<file path="src/crc32ae_pkg.sv">
`default_nettype none

package crc32ae_pkg;

    localparam int BYTE_W      = 8;
    localparam int CRC_W       = 32;
    localparam int CHECK_BYTES = CRC_W / BYTE_W;
    localparam int CNT_W       = $clog2(CHECK_BYTES + 1);

    localparam logic [CRC_W-1:0] CRC_GEN = 32'h04C1_1DB7;

    typedef struct packed {
        logic [BYTE_W-1:0] msg_byte;
        logic              msg_last;
        logic [CRC_W-1:0]  crc;
    } t_item;

    // Eight steps of the long division, most significant message bit first.
    function automatic logic [CRC_W-1:0] crc_feed_byte(input logic [CRC_W-1:0] rem,
                                                       input logic [BYTE_W-1:0] data);
        logic [CRC_W-1:0] r;
        logic             fb;
        r  = rem;
        fb = 1'b0;
        for (int k = 0; k < BYTE_W; k++) begin
            fb = r[CRC_W-1] ^ data[3'(BYTE_W - 1 - k)];
            r  = {r[CRC_W-2:0], 1'b0};
            if (fb) begin
                r = r ^ CRC_GEN;
            end
        end
        return r;
    endfunction

endpackage

`default_nettype wire

</file>
<file path="src/crc32ae_if.sv">
`default_nettype none

interface crc32ae_in_if;
    import crc32ae_pkg::*;

    logic              valid;
    logic              ready;
    logic [BYTE_W-1:0] msg_byte;
    logic              msg_last;

    modport source (output valid, output msg_byte, output msg_last, input ready);
    modport sink   (input valid, input msg_byte, input msg_last, output ready);
endinterface

interface crc32ae_out_if;
    import crc32ae_pkg::*;

    logic              valid;
    logic              ready;
    logic [BYTE_W-1:0] out_byte;
    logic              is_check;
    logic              frame_end;

    modport source (output valid, output out_byte, output is_check, output frame_end,
                    input ready);
    modport sink   (input valid, input out_byte, input is_check, input frame_end,
                    output ready);
endinterface

`default_nettype wire

</file>
<file path="src/crc32ae_update.sv">
`default_nettype none

module crc32ae_update (
    input  wire logic          i_clk,
    input  wire logic          i_rst_n,
    crc32ae_in_if.sink         i_in,
    input  wire logic          i_take,
    output logic               o_valid,
    output crc32ae_pkg::t_item o_item
);
    import crc32ae_pkg::*;

    logic             r_valid;
    logic [CRC_W-1:0] r_rem;
    t_item            r_item;
    logic [CRC_W-1:0] n_fed;
    logic             accept;

    // The stage frees up in the same cycle that the emitter takes its item.
    assign i_in.ready = !r_valid || i_take;
    assign accept     = i_in.valid && i_in.ready;

    always_comb begin
        n_fed = crc_feed_byte(r_rem, i_in.msg_byte);
    end

    always_ff @(posedge i_clk) begin
        if (!i_rst_n) begin
            r_valid <= 1'b0;
            r_rem   <= '0;
        end else begin
            if (accept) begin
                r_valid <= 1'b1;
                r_rem   <= i_in.msg_last ? '0 : n_fed;
            end else if (i_take) begin
                r_valid <= 1'b0;
            end
        end
    end

    always_ff @(posedge i_clk) begin
        if (accept) begin
            r_item.msg_byte <= i_in.msg_byte;
            r_item.msg_last <= i_in.msg_last;
            r_item.crc      <= n_fed;
        end
    end

    assign o_valid = r_valid;
    assign o_item  = r_item;

endmodule

`default_nettype wire

</file>
<file path="src/crc32ae_emit.sv">
`default_nettype none

module crc32ae_emit (
    input  wire logic                i_clk,
    input  wire logic                i_rst_n,
    input  wire logic                i_valid,
    input  wire crc32ae_pkg::t_item  i_item,
    output logic                     o_take,
    crc32ae_out_if.source            o_out
);
    import crc32ae_pkg::*;

    logic              r_out_valid;
    logic [BYTE_W-1:0] r_out_byte;
    logic              r_is_check;
    logic              r_frame_end;
    logic [CRC_W-1:0]  r_crc;
    logic [CNT_W-1:0]  r_cnt;
    logic              free;
    logic              busy;

    assign free   = !r_out_valid || o_out.ready;
    assign busy   = (r_cnt != '0);
    assign o_take = i_valid && free && !busy;

    always_ff @(posedge i_clk) begin
        if (!i_rst_n) begin
            r_out_valid <= 1'b0;
            r_cnt       <= '0;
        end else if (free) begin
            if (busy) begin
                r_out_valid <= 1'b1;
                r_cnt       <= r_cnt - CNT_W'(1);
            end else if (i_valid) begin
                r_out_valid <= 1'b1;
                r_cnt       <= i_item.msg_last ? CNT_W'(CHECK_BYTES) : '0;
            end else begin
                r_out_valid <= 1'b0;
            end
        end
    end

    // Check bytes leave from the top of the captured CRC, which shifts up a byte each transfer.
    always_ff @(posedge i_clk) begin
        if (free) begin
            if (busy) begin
                r_out_byte  <= r_crc[CRC_W-1 -: BYTE_W];
                r_crc       <= {r_crc[CRC_W-BYTE_W-1:0], {BYTE_W{1'b0}}};
                r_is_check  <= 1'b1;
                r_frame_end <= (r_cnt == CNT_W'(1));
            end else if (i_valid) begin
                r_out_byte  <= i_item.msg_byte;
                r_crc       <= i_item.crc;
                r_is_check  <= 1'b0;
                r_frame_end <= 1'b0;
            end
        end
    end

    assign o_out.valid     = r_out_valid;
    assign o_out.out_byte  = r_out_byte;
    assign o_out.is_check  = r_is_check;
    assign o_out.frame_end = r_frame_end;

endmodule

`default_nettype wire

</file>
<file path="src/crc32_append_encoder_top.sv">
// A message byte is registered in the update stage and then in the emitter's output
// register, from which it is transferred out once the output is ready.
// Throughput: one byte per cycle while the output is ready; a final byte is followed
// by its four CRC bytes, and no new byte is taken until they have gone out.
// Reset: synchronous, active low; empties both stages and clears the remainder.
`default_nettype none

module crc32_append_encoder_top (
    input  wire logic      i_clk,
    input  wire logic      i_rst_n,
    crc32ae_in_if.sink     i_in,
    crc32ae_out_if.source  o_out
);
    import crc32ae_pkg::*;

    logic  item_valid;
    logic  item_take;
    t_item item;

    crc32ae_update u_update (
        .i_clk   (i_clk),
        .i_rst_n (i_rst_n),
        .i_in    (i_in),
        .i_take  (item_take),
        .o_valid (item_valid),
        .o_item  (item)
    );

    crc32ae_emit u_emit (
        .i_clk   (i_clk),
        .i_rst_n (i_rst_n),
        .i_valid (item_valid),
        .i_item  (item),
        .o_take  (item_take),
        .o_out   (o_out)
    );

endmodule

`default_nettype wire

</file>
<file path="src/flat_wrapper.sv">
// flat-port wrapper written by rule: the top's interface ports become plain ports
module crc32_append_encoder_top_flat import crc32ae_pkg::*;
  (i_clk, i_rst_n, i_in_valid, i_in_msg_byte, i_in_msg_last, i_in_ready, o_out_valid, o_out_out_byte, o_out_is_check, o_out_frame_end, o_out_ready);
  crc32ae_in_if i_in_i ();
  crc32ae_out_if o_out_i ();
  input  wire logic i_clk;
  input  wire logic i_rst_n;
  input wire logic [$bits(i_in_i.valid)-1:0] i_in_valid;
  input wire logic [$bits(i_in_i.msg_byte)-1:0] i_in_msg_byte;
  input wire logic [$bits(i_in_i.msg_last)-1:0] i_in_msg_last;
  output wire logic [$bits(i_in_i.ready)-1:0] i_in_ready;
  output wire logic [$bits(o_out_i.valid)-1:0] o_out_valid;
  output wire logic [$bits(o_out_i.out_byte)-1:0] o_out_out_byte;
  output wire logic [$bits(o_out_i.is_check)-1:0] o_out_is_check;
  output wire logic [$bits(o_out_i.frame_end)-1:0] o_out_frame_end;
  input wire logic [$bits(o_out_i.ready)-1:0] o_out_ready;
  assign i_in_i.valid = i_in_valid;
  assign i_in_i.msg_byte = i_in_msg_byte;
  assign i_in_i.msg_last = i_in_msg_last;
  assign i_in_ready = i_in_i.ready;
  assign o_out_valid = o_out_i.valid;
  assign o_out_out_byte = o_out_i.out_byte;
  assign o_out_is_check = o_out_i.is_check;
  assign o_out_frame_end = o_out_i.frame_end;
  assign o_out_i.ready = o_out_ready;
  crc32_append_encoder_top u_core (.i_clk(i_clk), .i_rst_n(i_rst_n), .i_in(i_in_i), .o_out(o_out_i));
endmodule
</file>
<file path="config.mk">
export PLATFORM = sky130hd
export DESIGN_NAME = crc32_append_encoder_top_flat
export DESIGN_NICKNAME = d
export VERILOG_FILES = /design/src/crc32ae_pkg.sv /design/src/crc32ae_if.sv /design/src/crc32ae_update.sv /design/src/crc32ae_emit.sv /design/src/crc32_append_encoder_top.sv /design/src/flat_wrapper.sv
export SDC_FILE = /design/constraint.sdc
export NUM_CORES = 1
export LEC_CHECK = 0
export BUFFER_PORTS_ARGS = -buffer_cell sky130_fd_sc_hd__buf_4
export CORE_UTILIZATION = 30
export CTS_BUF_LIST = sky130_fd_sc_hd__clkbuf_8
export DETAILED_ROUTE_END_ITERATION = 8
export PLACE_DENSITY = 0.56
export SLEW_MARGIN = 0
export SYNTH_ARGS = -nofsm -noshare
export SYNTH_HDL_FRONTEND = slang
export SYNTH_SLANG_ARGS = --single-unit
</file>
<file path="constraint.sdc">
create_clock -name i_clk -period 7.4 [get_ports i_clk]
set_input_delay 1.11 -clock i_clk [delete_from_list [all_inputs] [get_ports i_clk]]
set_output_delay 1.11 -clock i_clk [all_outputs]
set_load 0.05 [all_outputs]
</file>
[After elaboration in Yosys (flattened, before gate mapping)]
Cells that the tools add are included.
Storage, ports and cells
  memory bits (read-only): 0
  logic and storage cells: 52
  memories: 0
  input port bits: 13
  bits in latches: 0
  bits in writable memories: 0
  flip-flop bits (word level): 116
  output and inout bits: 12
Operators by class
  $add $sub $neg: 1
  order comparisons: 0
  reduce and logical (&&, ||, !) cells: 12
  bitwise operators: 8
  multiply operators: 0
  div/mod/pow operators: 0
  equal/unequal tests: 1
  muxes and demuxes: 18
  shifts and indexed selects: 0
Operators with widths (number)
  $mux W27: 4
  $mux W32: 2
  $not A14 Y14: 4
  $mux W28: 1
  $mux W8: 2
  $mux W3: 3
  $mux W1: 6
  $reduce_bool A2 Y1: 2
  $xor A1 B1 Y1: 4
  $eq A3 B1 Y1 const B: 1
  $logic_and A1 B1 Y1: 3
  $logic_not A1 Y1: 3
  $reduce_bool A3 Y1: 1
  $sub A3 B1 Y3 const B: 1
  $logic_or A1 B1 Y1: 2
  $reduce_and A2 Y1: 1

[Depth between registers and ports, before layout]
  depth in word-level cells: 9
  depth in mapped cells: 7
  gate-level depth less buffers: 6

[Modules after synthesis]
Synthesis repeated with hierarchy kept, for this count alone.
Unflattened totals
  cell total of the unflattened synthesis: 352
  area, all modules: 4650.7 um^2
Modules (own cells, without submodules)
  crc32ae_update: seq. area each 1761.7 um^2, instances 1, area each 2736.4 um^2, cells an instance 176
  crc32ae_emit: seq. area each 1341.3 um^2, instances 1, area each 1914.3 um^2, cells an instance 176

[Worst setup path before layout]
Ideal clock, no wire load.
  kind: input -> register
  start: in o_out_ready
  end: reg u_core.u_emit.r_frame_end (netlist: u_core.u_emit.o_out.frame_end) (enable)
  buffers on the path: 0
  setup time: 0.440 ns
  stages: 2
  slack: 4.015 ns
  required time: 6.960 ns
  data arrival time: 2.945 ns
  cells stage by stage: nor2b_1 > nor2_1
On the way
  word-level cells in the longest chain between the ends: 2
Ends and longest elaborated chain
  from (decl): RTL line flat_wrapper.sv:16  | input wire logic [$bits(o_out_i.ready)-1:0] o_out_ready;
  $logic_or A1 B1 Y1: RTL line crc32ae_emit.sv:22  | assign free = !r_out_valid || o_out.ready;
  $reduce_and A2 Y1 (no source line)
  to (signal assigned): RTL line crc32ae_emit.sv:50  | r_frame_end <= (r_cnt == CNT_W'(1));
  to (decl): RTL line crc32ae_emit.sv:16  | logic r_frame_end;
Every way passes these cells.
A chain may end at the register's enable or synchronous reset.

[Worst setup path after layout]
  start: reg u_core.u_emit.r_cnt[2]
  end: out i_in_ready
On the way
  word-level cells in the longest chain between the ends: 4
Ends and longest elaborated chain
  from (decl): RTL line crc32ae_emit.sv:18  | logic [CNT_W-1:0] r_cnt;
  from (signal assigned): RTL line crc32ae_emit.sv:33  | r_cnt <= r_cnt - CNT_W'(1);
  from (signal assigned): RTL line crc32ae_emit.sv:36  | r_cnt <= i_item.msg_last ? CNT_W'(CHECK_BYTES) : '0;
  $reduce_bool A3 Y1: RTL line crc32ae_emit.sv:23  | assign busy = (r_cnt != '0);
  $logic_not A1 Y1: RTL line crc32ae_emit.sv:24  | assign o_take = i_valid && free && !busy;
  $logic_and A1 B1 Y1: RTL line crc32ae_emit.sv:24
  $logic_or A1 B1 Y1: RTL line crc32ae_update.sv:20  | assign i_in.ready = !r_valid || i_take;
  to (decl): RTL line flat_wrapper.sv:11  | output wire logic [$bits(i_in_i.ready)-1:0] i_in_ready;
Every way passes these cells.

==> qor.yml <==
ant_nets: 0
cts_setup_buffers: 0
syn-cell-area_um2: 4680
synthTopCellsByArea: "edfxtp_1 (52%), dfxtp_1 (14%), nand2_1 (7.9%)"
finalSetupViolations: 0
yosys.area_share.simple_pct: 14.6
area_delta_synth_final_pct: 18.3
diodes: 0
cp-start-kind: "flop"
worstPathMaxFanout: 40
period_minus_slack_ns: 4.32
cts_root_buf: "clkbuf_8"
place_congestion: 0.774
synth_cell_types: 30
hold_violations: 0
antenna_found_initial: 0
route.detailed.drc: 0
rows: 45
io_buffer_count: 24
max_freq_ghz: 0.232
cts_hold_buf: 0
core_area_um2: 15200
critPathArrivalTime_ns: 3.21
place_hpwl_um: 5370
cts_resized: 0
yosysSeqAreaShare_pct: 65.7
nNetsFinal: 409
final_cell_mix: "nand2_1 (98), edfxtp_1 (81), dfxtp_1 (32), buf_4 (27), a21oi_1 (26)"
grt_pass1_wl_um: 14600
fin_area_um2: 5530
synth_top_cell_by_area: "edfxtp_1"
hold_class: "flop to flop"
die_area_um2: 16100
rsz0062_at_grt: "no"
htree_num_levels: 4
clockBufferDepth: 2
maxSlewViolCount: 0
clock_sinks: 113
clkTransAtPathRegs_ns: 0.07
placed_area_um2: 5050
cp_data_required_time_ns: 6.29
synth_top_cell_area_share_pct: 52.0
synth_area_per_cell_um2: 12.6
cts_tree: "done"
holdWs_ns: 0.432
vias: 2763
clock_latency_ns: 0.43
viasPerCell: 4.63
p_per_area_nw_per_um2: 319
synth_top_family_by_area: "simple AND/OR/NAND/NOR gates"
grt_pass1_vias: 2751
leakagePower_nw: 2.14
yosys_warnings: 0
maxCapViolations: 0
synth_compound_area_share_pct: 6.42
first_pass_iters: 4
drive_above_1_share_pct: 16.1
ir_drop_v: 0.000117
synth-seq-cells: 113
outcome: "finished, final reports clean"
numCtsBuffers: 17
syn_inst: 370
io_pins: 25
grt_max_degree: 42
finClkSkew_ns: 0.0124
start_util_pct: 30.8
finalSetupTns_ns: 0
drt_iter0_drc: 200
worst_slew_pin_slew_ns: 1.18
synth_nets: 383
layout_commonest_cell: "nand2_1"
timing.final.crit_share_pct: 58.3
maxSlewHeadroom_pct: 21.2
die_y_um: 127
track_usage_pct: 12.0
wl_per_cell_um: 14.9
fp.dieW_um: 127
muxShareOfSynthArea_pct: 0.214
end_kind: "output pin"
crit_type: "flop to output pin"
drt_wl_total_um: 8910
synth_fa_ha_area_share_pct: 0
grt_overflow: 0
synth_xor_xnor_area_share_pct: 10.8
finish.utilization_pct: 36.4
## through the flow
| step | instances | worst slack (ns) | power [mW] |
|---|---|---|---|
| after floorplan | 370 | 4.01 | 0.997 |
| after global placement | 565 | 3.24 | 1.07 |
| after detailed placement | 565 | 3.20 | 1.07 |
| after CTS | 597 | 3.04 | 1.78 |
| after global routing | 597 | 2.79 | 1.84 |
| final | 597 | 3.08 | 1.76 |
## cell families after synthesis
| logic type | count (synthesis) |
|---|---|
| simple gates | 142 |
| mux | 1 |
| buf+inv | 27 |
| flops | 113 |
| xor+xnor | 32 |
| compound gates | 55 |
## critical path, cell delays in order, from the launching register on
cell and delay [ns]:
dfxtp_1 0.44, nor3_4 0.07, buf_4 0.26, inv_2 0.50
o21a_1 0.77, inv_2 0.40, buf_4 0.31
## area by class of cell
class	instances	area, um^2
clock inverter	15	248
clock buffer	17	234
sequential	113	3070
inverter	7	26.3
fill	1489	9670
timing repair buffer	27	203
tap	188	235
multi-input combinational	230	1510
## cell usage after synthesis, drive strengths merged
cell     n
nor3     4
nor4b    1
edfxtp  81
nor4     1
mux2i    1
nor2b    1
xor3     3
nand4b  21
nor2     7
and2     8
or4      1
o21ai   23
xnor3    9
xor2     5
inv      7
dfxtp   32
buf      3
nand2   98
clkbuf  17
a21oi   26
a32o     4
o21a     2
xnor2   15
## worst paths after layout
path,start,slack (ns),end,cells past startpoint
worst min register to register,u_core.u_update.r_rem[22],0.43,u_core.u_update.o_item[30],0
worst max register to register,u_core.u_emit.r_cnt[2],3.88,u_core.u_update.o_item[24],8
worst min-delay path,u_core.u_update.r_rem[22],0.43,u_core.u_update.o_item[30],0
worst max-delay path,u_core.u_emit.r_cnt[2],3.08,i_in_ready,6
## state kept, by name, summed over array words and instances, names as in the netlist
signal / count
u_core.u_emit.r_cnt: 3
u_core.u_emit.o_out.is_check: 1
u_core.u_emit.r_crc: 31
u_core.u_emit.o_out.frame_end: 1
u_core.u_update.r_rem: 27
u_core.u_update.o_item: 40
u_core.u_emit.o_out.out_byte: 8
u_core.u_update.o_valid: 1
u_core.u_emit.o_out.valid: 1
## layer usage
| layer | vias up | GRT usage, % | share of wire (%) | wire [um] |
|---|---|---|---|---|
| li1 | 1363 | - | - | - |
| met1 | 1324 | 16.3 | 50 | 4420 |
| met2 | 61 | 17.3 | 44 | 3930 |
| met3 | 15 | 4.18 | 4.5 | 399 |
| met4 | 0 | 5.39 | 1.8 | 158 |
| met5 | - | 0 | 0 | 0 |
## power by group
part / leakage (nW) / total [mW] / internal, mW / switching (mW)
logic: 0.844 / 0.250 / 0.0977 / 0.153
clock network: 0.252 / 0.705 / 0.462 / 0.243
registers: 1.04 / 0.808 / 0.783 / 0.0248
total: 2.14 / 1.76 / 1.34 / 0.420
No activity file was read; power rests on OpenSTA's default activity.
